### config.mk
export PLATFORM = sky130hd
export DESIGN_NAME = dtpb_front
export DESIGN_NICKNAME = d
export VERILOG_FILES = /design/src/hdl/depth_to_point_backprojection_top_defines.svh /design/src/hdl/dtpb_pkg.sv /design/src/hdl/dtpb_front.sv
export SDC_FILE = /design/constraint.sdc
export NUM_CORES = 1
export LEC_CHECK = 0
export BUFFER_PORTS_ARGS = -buffer_cell sky130_fd_sc_hd__buf_2
export CAP_MARGIN = 15
export CORE_MARGIN = 4
export CORE_UTILIZATION = 30
export DETAILED_ROUTE_END_ITERATION = 8
export PLACE_DENSITY_LB_ADDON = 0.25
export SYNTH_ARGS = -nofsm -noshare
export SYNTH_HDL_FRONTEND = slang
export SYNTH_SLANG_ARGS = --single-unit
### constraint.sdc
create_clock -name clock -period 10.23 [get_ports clock]
set_input_delay 0.5115 -clock clock [delete_from_list [all_inputs] [get_ports clock]]
set_output_delay 0.5115 -clock clock [all_outputs]
set_load 0.1 [all_outputs]
### src/hdl/depth_to_point_backprojection_top_defines.svh
// assertion macros shared by the back-projection block
`ifndef DEPTH_TO_POINT_BACKPROJECTION_TOP_DEFINES_SVH
`define DEPTH_TO_POINT_BACKPROJECTION_TOP_DEFINES_SVH

`ifndef NO_ASSERTIONS
// same-cycle implication, disabled during reset
`define DTPB_ASSERT_SAME(lbl, clk, rst, pre, post) \
   lbl: assert property (@(posedge clk) disable iff (rst) (pre) |-> (post)) \
      else $error("dtpb assertion failed");
// next-cycle implication, disabled during reset
`define DTPB_ASSERT_NEXT(lbl, clk, rst, pre, post) \
   lbl: assert property (@(posedge clk) disable iff (rst) (pre) |=> (post)) \
      else $error("dtpb assertion failed");
`else
`define DTPB_ASSERT_SAME(lbl, clk, rst, pre, post)
`define DTPB_ASSERT_NEXT(lbl, clk, rst, pre, post)
`endif

`endif

### src/hdl/dtpb_pkg.sv
// shared types and constants of the depth back-projection block
package dtpb_pkg;

   // configuration register indexes
   localparam int CSR_INDEX_BITS = 3;
   typedef enum logic [CSR_INDEX_BITS-1:0] {
      CSR_DEPTH_LIMIT = 3'd0,
      CSR_SCALE_RECIP = 3'd1,
      CSR_CENTER_X    = 3'd2,
      CSR_CENTER_Y    = 3'd3,
      CSR_INV_FOCAL_X = 3'd4,
      CSR_INV_FOCAL_Y = 3'd5
   } csr_index_type;

   localparam int CSR_DATA_BITS  = 32;
   localparam int DEPTH_BITS     = 16;
   localparam int MASK_BITS      = 8;
   localparam int CHAN_BITS      = 8;
   localparam int PIX_BITS       = 12;
   localparam int CENTER_BITS    = 16;
   localparam int RECIP_BITS     = 32;
   localparam int POINT_BITS     = 32;
   localparam int REQ_TDATA_BITS = 72;
   localparam int RSP_TDATA_BITS = 120;

   // register reset values
   localparam logic [DEPTH_BITS-1:0]  RST_DEPTH_LIMIT = 16'd65535;
   localparam logic [RECIP_BITS-1:0]  RST_SCALE_RECIP = 32'd4294967;
   localparam logic [CENTER_BITS-1:0] RST_CENTER_X    = 16'd5120;
   localparam logic [CENTER_BITS-1:0] RST_CENTER_Y    = 16'd3840;
   localparam logic [RECIP_BITS-1:0]  RST_INV_FOCAL   = 32'd8180890;

   // saturation limits of a signed Q16.16 coordinate
   localparam logic [POINT_BITS-1:0] SAT_POS = 32'h7FFF_FFFF;
   localparam logic [POINT_BITS-1:0] SAT_NEG = 32'h8000_0000;

   typedef struct packed {
      logic [CHAN_BITS-1:0] blue;
      logic [CHAN_BITS-1:0] green;
      logic [CHAN_BITS-1:0] red;
   } color_type;

   typedef struct packed {
      logic [DEPTH_BITS-1:0]  depth_limit;
      logic [RECIP_BITS-1:0]  scale_recip;
      logic [CENTER_BITS-1:0] center_x;
      logic [CENTER_BITS-1:0] center_y;
      logic [RECIP_BITS-1:0]  inv_focal_x;
      logic [RECIP_BITS-1:0]  inv_focal_y;
   } csr_type;

endpackage

### src/hdl/dtpb_front.sv
// input capture with drop filter, depth scaling and principal point offsets
module dtpb_front #(
   parameter int COORD_BITS = 12
) (
   input  logic                                 clock,
   input  logic                                 reset,
   input  logic                                 pipe_en,
   input  logic                                 in_valid,
   input  logic [dtpb_pkg::DEPTH_BITS-1:0]      depth,
   input  logic [dtpb_pkg::MASK_BITS-1:0]       mask,
   input  dtpb_pkg::color_type                  color,
   input  logic [dtpb_pkg::PIX_BITS-1:0]        row,
   input  logic [dtpb_pkg::PIX_BITS-1:0]        col,
   input  dtpb_pkg::csr_type                    csr,
   output logic                                 out_valid,
   output logic [dtpb_pkg::POINT_BITS-1:0]      z,
   output logic                                 neg_x,
   output logic [((COORD_BITS+4 > 16) ? COORD_BITS+4 : 16)-1:0] mag_x,
   output logic                                 neg_y,
   output logic [((COORD_BITS+4 > 16) ? COORD_BITS+4 : 16)-1:0] mag_y,
   output dtpb_pkg::color_type                  color_out
);
   localparam int MAG_BITS  = (COORD_BITS + 4 > 16) ? COORD_BITS + 4 : 16;
   localparam int PROD_BITS = dtpb_pkg::DEPTH_BITS + dtpb_pkg::RECIP_BITS;

   logic                             valid1_ff, valid1_in;
   logic [dtpb_pkg::DEPTH_BITS-1:0]  depth1_ff;
   logic [COORD_BITS-1:0]            row1_ff, col1_ff;
   dtpb_pkg::color_type              color1_ff;

   logic                             valid2_ff;
   logic [dtpb_pkg::POINT_BITS-1:0]  z2_ff, z2_in;
   logic                             negx2_ff, negx2_in, negy2_ff, negy2_in;
   logic [MAG_BITS-1:0]              magx2_ff, magx2_in, magy2_ff, magy2_in;
   dtpb_pkg::color_type              color2_ff;

   logic [PROD_BITS-1:0]             z_prod;
   logic [MAG_BITS-1:0]              col_q4, row_q4, ctr_x, ctr_y;

   // drop pixels with zero mask, zero depth or depth at or above the limit
   assign valid1_in = in_valid && (mask != '0) && (depth != '0) && (depth < csr.depth_limit);

   // stage 1: capture the transaction
   always_ff @(posedge clock) begin
      if (reset) begin
         valid1_ff <= 1'b0;
      end else if (pipe_en) begin
         valid1_ff <= valid1_in;
      end
   end

   always_ff @(posedge clock) begin
      if (pipe_en) begin
         depth1_ff <= depth;
         row1_ff   <= COORD_BITS'(row);
         col1_ff   <= COORD_BITS'(col);
         color1_ff <= color;
      end
   end

   // depth times scale reciprocal, Q16.16
   assign z_prod = PROD_BITS'(depth1_ff) * PROD_BITS'(csr.scale_recip);
   assign z2_in  = z_prod[PROD_BITS-1 -: dtpb_pkg::POINT_BITS];

   // signed offsets from the principal point, as sign and magnitude in Q.4
   always_comb begin
      col_q4   = MAG_BITS'({col1_ff, 4'b0000});
      row_q4   = MAG_BITS'({row1_ff, 4'b0000});
      ctr_x    = MAG_BITS'(csr.center_x);
      ctr_y    = MAG_BITS'(csr.center_y);
      negx2_in = col_q4 < ctr_x;
      negy2_in = row_q4 < ctr_y;
      magx2_in = negx2_in ? (ctr_x - col_q4) : (col_q4 - ctr_x);
      magy2_in = negy2_in ? (ctr_y - row_q4) : (row_q4 - ctr_y);
   end

   // stage 2
   always_ff @(posedge clock) begin
      if (reset) begin
         valid2_ff <= 1'b0;
      end else if (pipe_en) begin
         valid2_ff <= valid1_ff;
      end
   end

   always_ff @(posedge clock) begin
      if (pipe_en) begin
         z2_ff     <= z2_in;
         negx2_ff  <= negx2_in;
         negy2_ff  <= negy2_in;
         magx2_ff  <= magx2_in;
         magy2_ff  <= magy2_in;
         color2_ff <= color1_ff;
      end
   end

   assign out_valid = valid2_ff;
   assign z         = z2_ff;
   assign neg_x     = negx2_ff;
   assign mag_x     = magx2_ff;
   assign neg_y     = negy2_ff;
   assign mag_y     = magy2_ff;
   assign color_out = color2_ff;
endmodule

==> impl_metrics.toml, run 1 <==
[run_status]
run_status = "finished clean"

[cells_and_area]
drive_gt1_frac = 0.120
area_growth_syn_to_layout_pct = 12.7
nets = 3347
postLayoutCellArea_sq_um = 26000

[floorplanning]
die_width_microns = 285
design.portCount = 311
dieHeight_microns = 285
placementRows = 101
fp.coreArea_sq_um = 76100
initial_utilization = 0.303
design.die.area_sq_um = 81500

[placed_design]
hpwl_mm = 50.6
place_area_sq_um = 25400
io_buffers = 246
finalWeightedCongestion = 0.840

[clocking]
cts_bufs_inserted = 17
max-clock-path-buffers = 2
tritoncts_clock_tree = "done"
cts.repair.resized = 0
cts_root_buffer = "clkbuf_16"
cts_htree_levels = 4
clk_latency_ns = 0.44
cts_hold_repair.buffers = 0
clock_sink_count = 156
clkSlewWorstSetupHoldPaths_ns = 0.08
post-cts-setup-buffer-count = 0

[worst_setup_path]
worstSetupEndpointType = "register"
crit_path_start_kind = "register"
timing.critical_path.buf_inv = 5
worstPathCellList = "buf_4, and2_1, fa_1, inv_1, fa_1, fa_1, fa_1, inv_1, fa_1, inv_1, fa_1, inv_1, ha_1, and3_1, nand4_1, nand4bb_1, nand3_1, a21oi_1, o21ai_1, a2111oi_1, o21ai_1, xor2_1"
top_delay_family_on_crit_path = "adder cells"
worst-r2r-setup-slack_ns = 2.34
worst_path_max_delay_cell = "a2111oi_1"
crit_fanout = 19
arrival_time_at_the_worst_endpoint_ns = 8.07
worst_path_most_repeated_cell = "fa_1"
worst-endpoint-required_ns = 10.41
critical_path.max_stage_delay_ns = 1.05
startpoint_to_endpoint_class_of_the_critical_path = "register to register"

[grt]
grt_pass1_vias = 18536
maximum_number_of_pins_on_one_net_before_global_route_repair = 64
overflow = 0
overall_global_routing_resource_usage = 0.164
antenna_found_initial = 2
global_route_wire_length_before_repair_mm = 105

[synth]
yosys-top-cells-area = "fa_1, edfxtp_1, ha_1"
synth.most_common_cell = "inv_1"
yosys_top_cell_area_share = 0.363
synth_area_per_cell_sq_um = 9.85
post_synth_most_frequent_cells = "inv_1, fa_1, nand2_1"
ys_seq_area_frac = 0.202
synth_enable_flop_cells = 154
synth_warn = 0
synth_nets = 3161
ys_seq_elements = 156
synth_largest_area_cell = "fa_1"
synthCells = 2344
postSynth.asyncResetShare = 0
yosysUniqueCellTypes = 69
ys.flop_type = "edfxtp_1"
mappedNetlistArea_sq_um = 23100

[drt]
detailedRoute.firstPassIterationCount = 6
route.final.wire_length_mm = 65.9
remaining_drc_errors = 0
antenna_left = 0
post_dr_wirelength_cell_microns = 18.4
num_vias = 16872
drt_iter0_drc = 806
route.detailed.vias_per_inst = 4.72

[sta]
timing.max_slew.rel_slack = 0.210
setup_tns_ns = 0
count_of_final_hold_check_violations = 0
min_period_ns = 7.89
rsz0062_at_grt = "no"
skew_ns = 0.0165
maxClockFrequency_mhz = 127
final_max_slew_viol_count = 0
max_slew.worst_pin.slew_ns = 1.18
min_period_over_period = 0.771
final-setup-viol-count = 0

[run]
maxcap_violations = 0

[min_path]
holdCritPathClass = "input port to register"
[cell type report]
type / instances / area [sq um]
Multi-Input combinational cell: 1587 / 16200
Sequential cell: 156 / 4660
Fill cell: 7884 / 50100
Timing Repair Buffer: 265 / 1380
Clock inverter: 15 / 203
Tap cell: 1030 / 1290
Inverter: 503 / 1890
Antenna cell: 1 / 2.50
Clock buffer: 17 / 425
[metal layers]
layer	GRT usage	routed length [microns]
met1	0.218	29000
met3	0.0227	2840
met2	0.287	33100
met5	0	13
met4	0.0318	934
[cells by family (layout without fill, tap and decap cells)]
logic type	after synthesis	in the layout	synth area share
muxes	9	9	0.00401
adders and majority gates	597	597	0.460
and+or+nand+nor	677	677	0.144
buffers and inverters	601	800	0.0978
xor gates and xnor gates	63	63	0.0239
AOI/OAI and AO/OA	241	241	0.0687
other	0	1	0
DFF	156	156	0.202
[cells in the final DEF (no fill, tap or decap), drive strengths merged, types with 7 or more instances in the layout]
cell type	instances
nor4	8
a31oi	14
a21o	35
buf	265
o21ai	44
edfxtp	154
nor2b	10
o21bai	12
nand3	12
or3	7
o21a	11
nor3	10
nand2	322
a21oi	70
mux2i	7
ha	178
xnor2	42
fa	419
and2	237
inv	509
nor2	42
nand4	11
xor2	21
clkbuf	17
[sequential cells by signal, summed over array words and instances, names as in the netlist]
signal	cells
col1_ff	12
color1_ff	24
color_out	24
depth1_ff	16
mag_x	16
mag_y	16
neg_x	1
neg_y	1
out_valid	1
row1_ff	12
valid1_ff	1
z	32
[path summary, 6_finish.rpt]
path | cells after the start | startpoint | endpoint
setup / recovery | 22 | depth1_ff[5] | z[28]
hold / removal | 1 | color[17] | color1_ff[17]
setup reg to reg | 22 | depth1_ff[5] | z[28]
hold reg to reg | 0 | color1_ff[19] | color_out[19]
[through the flow]
stage | instances | utilization | setup slack (ns) | hold WS, ns
2_1_floorplan | 2344 | - | 3.93 | 0.400
3_3_place_gp | 3541 | 0.334 | 2.39 | 0.400
3_5_place_dp | 3541 | 0.334 | 2.32 | 0.405
4_1_cts | 3573 | 0.342 | 2.29 | 0.197
5_1_grt | 3573 | 0.342 | 1.95 | 0.201
6_report | 3574 | 0.342 | 2.34 | 0.237
Power of run 1 is not shown: default switching activity piles up to over one toggle a cycle in this logic, so the estimate is an artifact.
==> inputs of run 2 (changes only) <==
==> constraint.sdc (replaced) <==
create_clock -name clock -period 7.4 [get_ports clock]
set_input_delay 0.37 -clock clock [delete_from_list [all_inputs] [get_ports clock]]
set_output_delay 0.37 -clock clock [all_outputs]
set_load 0.1 [all_outputs]
==> run 2 against run 1 <==
Against the previous run:
- first-iteration DRC count rose by 9.2%
- wire length fell by 3.5%
- non-clock buffer count rose by 47
- count of clock-buffer cells in the layout did not move
- register-to-register slack got worse by 1.9 ns
- sequential share of layout area fell by 0.27 points
- critical path depth fell by 1
- worst hold slack got worse by 0.14 ns
- critical path type unchanged
==> impl_metrics.toml, run 2 (synthesis results as in run 1) <==
[clocking]
tritoncts_clock_tree = "done"
cts_bufs_inserted = 17
post-cts-setup-buffer-count = 0
cts.repair.resized = 0
max-clock-path-buffers = 2
cts_root_buffer = "clkbuf_16"
clk_latency_ns = 0.44
clkSlewWorstSetupHoldPaths_ns = 0.07
cts_htree_levels = 4
cts_hold_repair.buffers = 0
clock_sink_count = 156

[sta]
final_max_slew_viol_count = 0
rsz0062_at_grt = "no"
min_period_ns = 7.00
max_slew.worst_pin.slew_ns = 1.04
timing.max_slew.rel_slack = 0.303
count_of_final_hold_check_violations = 0
min_period_over_period = 0.945
final.setup.worst_slack_ns = 0.404
skew_ns = 0.0171
setup_tns_ns = 0
maxClockFrequency_mhz = 143
final-setup-viol-count = 0

[cells_and_area]
drive_gt1_frac = 0.136
number_of_fillers_in_the_final_layout = 7914
largest_reg_flops = 32
mostFrequentLayoutCells = "inv_1, fa_1, nand2_1, buf_2, and2_1"
mostFrequentLayoutCell = "inv_1"
nets = 3394
area_growth_syn_to_layout_pct = 14.4

[worst_setup_path]
critical_path.max_stage_delay_ns = 0.70
arrival_time_at_the_worst_endpoint_ns = 7.18
crit_fanout = 18
startpoint = "depth1_ff[7]"
timing.critical_path.buf_inv = 5
startpoint_to_endpoint_class_of_the_critical_path = "register to register"
worst-r2r-setup-slack_ns = 0.40
worstSetupEndpointType = "register"
cp_capture_point = "z[27]"
worstPathCellList = "buf_4, nand2_1, fa_1, inv_1, fa_1, fa_1, fa_1, fa_1, inv_1, fa_1, inv_1, ha_1, a21oi_1, o21ai_0, or4_4, o21bai_4, buf_12, a2bb2oi_1, nand2b_1, a21oi_1, xnor2_1"
worst_path_most_repeated_cell = "fa_1"
ff2ff_path_depth = 21
crit_path_start_kind = "register"
critical_path_depth = 21
rr_startpoint = "depth1_ff[7]"
worst-endpoint-required_ns = 7.59
r2r-end = "z[27]"
worst_path_max_delay_cell = "edfxtp_1"
top_delay_family_on_crit_path = "adder cells"

[placed_design]
finalWeightedCongestion = 0.845
io_buffers = 246
hpwl_mm = 51.5
dpl_worst_slack_ns = 0.343

[floorplanning]
design.die.area_sq_um = 81500
dieHeight_microns = 285
initial_utilization = 0.303
fp.coreArea_sq_um = 76100
placementRows = 101
die_width_microns = 285
design.portCount = 311

[drt]
antenna_left = 0
route.detailed.vias_per_inst = 4.65
route.final.wire_length_mm = 63.5
num_vias = 16834
drt_iter0_drc = 880
post_dr_wirelength_cell_microns = 17.5
remaining_drc_errors = 0
detailedRoute.firstPassIterationCount = 7

[grt]
grt_pass1_vias = 18390
overflow = 0
global_route_wire_length_before_repair_mm = 101
antenna_found_initial = 12
overall_global_routing_resource_usage = 0.158
maximum_number_of_pins_on_one_net_before_global_route_repair = 64

[run_status]
run_status = "finished clean"

[min_path]
holdCritPathClass = "input port to register"

[run]
maxcap_violations = 0
==> run 2: changes by cell type in the layout (fill, tap and decap cells not counted) <==
cell | before | now
diode_2 | 1 | 5
clkinvlp_4 | 2 | 0
inv_6 | 3 | 4
clkinv_4 | 0 | 2
clkinv_2 | 0 | 2
buf_4 | 19 | 59
inv_8 | 3 | 4
clkinv_8 | 6 | 1
buf_12 | 0 | 7
==> run 2: per-stage QoR <==
step / instances / hold slack (ns) / area, sq um / utilization
final: 3624 / 0.0974 / 26400 / 0.347
after CTS: 3619 / 0.0629 / 26400 / 0.347
after detailed placement: 3588 / 0.405 / 25800 / 0.340
after floorplan: 2344 / 0.400 / 23100 / -
after global placement: 3588 / 0.400 / 25800 / 0.340
after global routing: 3624 / 0.0650 / 26400 / 0.347
==> run 2: worst min path at each step <==
stage                        from       endpoint  depth (start not counted)
global placement    color1_ff[13]  color_out[13]                          0
finish                  color[10]  color1_ff[10]                          1
detailed placement  color1_ff[12]  color_out[12]                          0
floorplan            color1_ff[0]   color_out[0]                          0
CTS                       row[10]    row1_ff[10]                          1
global route              row[11]    row1_ff[11]                          1
==> run 2: worst reg2reg max path, cell delays in order, from the launching register on <==
cell and delay [ns]:
edfxtp_1 0.70, buf_4 0.37, nand2_1 0.13, fa_1 0.55, inv_1 0.05, fa_1 0.48
fa_1 0.58, fa_1 0.45, fa_1 0.50, inv_1 0.05, fa_1 0.47, inv_1 0.04
ha_1 0.35, a21oi_1 0.24, o21ai_0 0.24, or4_4 0.58, o21bai_4 0.15, buf_12 0.14
a2bb2oi_1 0.25, nand2b_1 0.12, a21oi_1 0.19, xnor2_1 0.11
==> run 2: final cells by class <==
cell class	instances	area, sq um	share of cell area
multi-input combinational	1587	16200	0.612
sequential	156	4660	0.177
inverter	503	1890	0.0715
timing repair buffer	312	1820	0.0689
tap	1030	1290	0.0488
clock buffer	17	425	0.0161
clock inverter	14	154	0.00582
antenna	5	12.5	0.000474
==> run 2: metal layers <==
metal	vias up	share of wire	track usage	wire length, microns
met2	407	0.50	0.275	32100
li1	7681	-	-	-
met1	8669	0.43	0.206	27400
met3	77	0.045	0.0259	2840
met5	-	0	0	0
met4	0	0.019	0.0372	1220
Power of run 2 is left out for the same reason.
==> inputs of run 3 (changes only) <==
--- a/config.mk
+++ b/config.mk
@@ -10,7 +10,7 @@
 export CORE_MARGIN = 4
 export CORE_UTILIZATION = 30
 export DETAILED_ROUTE_END_ITERATION = 8
-export PLACE_DENSITY_LB_ADDON = 0.25
+export PLACE_DENSITY = 0.46
 export SYNTH_ARGS = -nofsm -noshare
 export SYNTH_HDL_FRONTEND = slang
 export SYNTH_SLANG_ARGS = --single-unit
==> run 3 against run 2 <==
Against the previous run:
- sequential share of layout area hardly changed
- worst setup slack worse by 0.0020 ns
- core utilization barely moved
- wire length increased by 2.8%
- final cell count shrank 0.36%
- design area barely moved
- maximum frequency hardly changed
- non-clock buffer count shrank 8
- global-route usage grew 0.48 points
- die area unchanged
- worst hold slack worse by 0.0098 ns
- clock skew down 0.0023 ns
==> impl_metrics.toml, run 3 (synthesis results as in run 1) <==
[sta]
rsz0062_at_grt = "no"
final_max_slew_viol_count = 0
final-setup-viol-count = 0
setup_tns_ns = 0
skew_ns = 0.0148
whs_ns = 0.0876
maxClockFrequency_mhz = 143
max_slew.worst_pin.slew_ns = 1.15
count_of_final_hold_check_violations = 0
min_period_over_period = 0.946
timing.max_slew.rel_slack = 0.235
min_period_ns = 7.00

[min_path]
holdCritPathClass = "input port to register"

[cells_and_area]
mostFrequentLayoutCells = "inv_1, fa_1, nand2_1, buf_2, and2_1"
mostFrequentLayoutCell = "inv_1"
nets = 3386
largest_reg_flops = 32
antennaDiodeCount = 0
area_growth_syn_to_layout_pct = 14.4
drive_gt1_frac = 0.133

[placed_design]
finalWeightedCongestion = 0.815
hpwl_mm = 51.5
io_buffers = 246

[clocking]
clkSlewWorstSetupHoldPaths_ns = 0.07
tritoncts_clock_tree = "done"
cts_root_buffer = "clkbuf_16"
clk_latency_ns = 0.45
max-clock-path-buffers = 2
clock_sink_count = 156
cts_bufs_inserted = 17
cts_htree_levels = 4

[drt]
num_vias = 16786
drt_iter0_drc = 675
post_dr_wirelength_cell_microns = 18.1
remaining_drc_errors = 0
detailedRoute.firstPassIterationCount = 5
antenna_left = 0
route.detailed.vias_per_inst = 4.65
route.final.wire_length_mm = 65.3

[worst_setup_path]
crit_path_start_kind = "register"
worst_path_max_delay_cell = "edfxtp_1"
arrival_time_at_the_worst_endpoint_ns = 7.18
worstPathCellList = "buf_4, nand2_1, fa_1, inv_1, fa_1, fa_1, fa_1, fa_1, inv_1, fa_1, inv_1, ha_1, a21oi_1, o21ai_0, or4_4, o21bai_4, a2bb2oi_1, nand2b_1, a21oi_1, xnor2_1"
startpoint_to_endpoint_class_of_the_critical_path = "register to register"
worstSetupEndpointType = "register"
critical_path.max_stage_delay_ns = 0.80
worst_path_most_repeated_cell = "fa_1"
worst-endpoint-required_ns = 7.58
crit_fanout = 10

[grt]
grt_pass1_vias = 18220
antenna_found_initial = 1
overall_global_routing_resource_usage = 0.163
maximum_number_of_pins_on_one_net_before_global_route_repair = 80
overflow = 0
global_route_wire_length_before_repair_mm = 103

[floorplanning]
design.portCount = 311
placementRows = 101
fp.coreArea_sq_um = 76100
die_width_microns = 285
dieHeight_microns = 285
initial_utilization = 0.303
design.die.area_sq_um = 81500

[run]
maxcap_violations = 0

[run_status]
run_status = "finished clean"
[run 3: timing repair]
action                     in CTS  in global routing
resized for setup               0                  0
setup buffers                   0                  3
setup endpoints to repair       0                  4
hold buffers                    0                  0
[run 3: layout make-up]
class / instances / area, sq um
inverter: 503 / 1890
sequential: 156 / 4660
clock buffer: 18 / 429
fill: 7912 / 49700
tap: 1030 / 1290
clock inverter: 13 / 183
timing repair buffer: 304 / 1790
multi-input combinational: 1587 / 16200
[run 3: critical path, delay by kind of cell (launching register included)]
kind	cells	cell delay (ns)
adders and majority gates	7	3.34
AOI/OAI and AO/OA	5	1.20
DFF	1	0.80
and+or+nand+nor	3	0.79
buffers and inverters	4	0.48
xor gates and xnor gates	1	0.11
[run 3: final timing paths]
| path | depth (start not counted) | slack, ns | start | to |
|---|---|---|---|---|
| max reg2reg | 20 | 0.40 | depth1_ff[9] | z[27] |
| min | 1 | 0.09 | color[5] | color1_ff[5] |
| max | 20 | 0.40 | depth1_ff[9] | z[27] |
| min reg2reg | 0 | 0.41 | color1_ff[21] | color_out[21] |
[run 3: through the flow]
step | worst slack [ns] | cells | area (sq um) | utilization
2_1_floorplan | 1.22 | 2344 | 23100 | -
3_3_place_gp | 0.227 | 3577 | 25800 | 0.339
3_5_place_dp | 0.252 | 3577 | 25800 | 0.339
4_1_cts | 0.188 | 3608 | 26400 | 0.347
5_1_grt | 0.134 | 3611 | 26400 | 0.347
6_report | 0.402 | 3611 | 26400 | 0.347
[run 3: metal layers]
layer,track usage,routed length (microns),vias up
met5,0,0,-
met3,0.0237,2460,64
met4,0.0376,1170,0
li1,-,-,7666
met1,0.216,29100,8700
met2,0.282,32500,356
Power of run 3 is left out for the same reason.
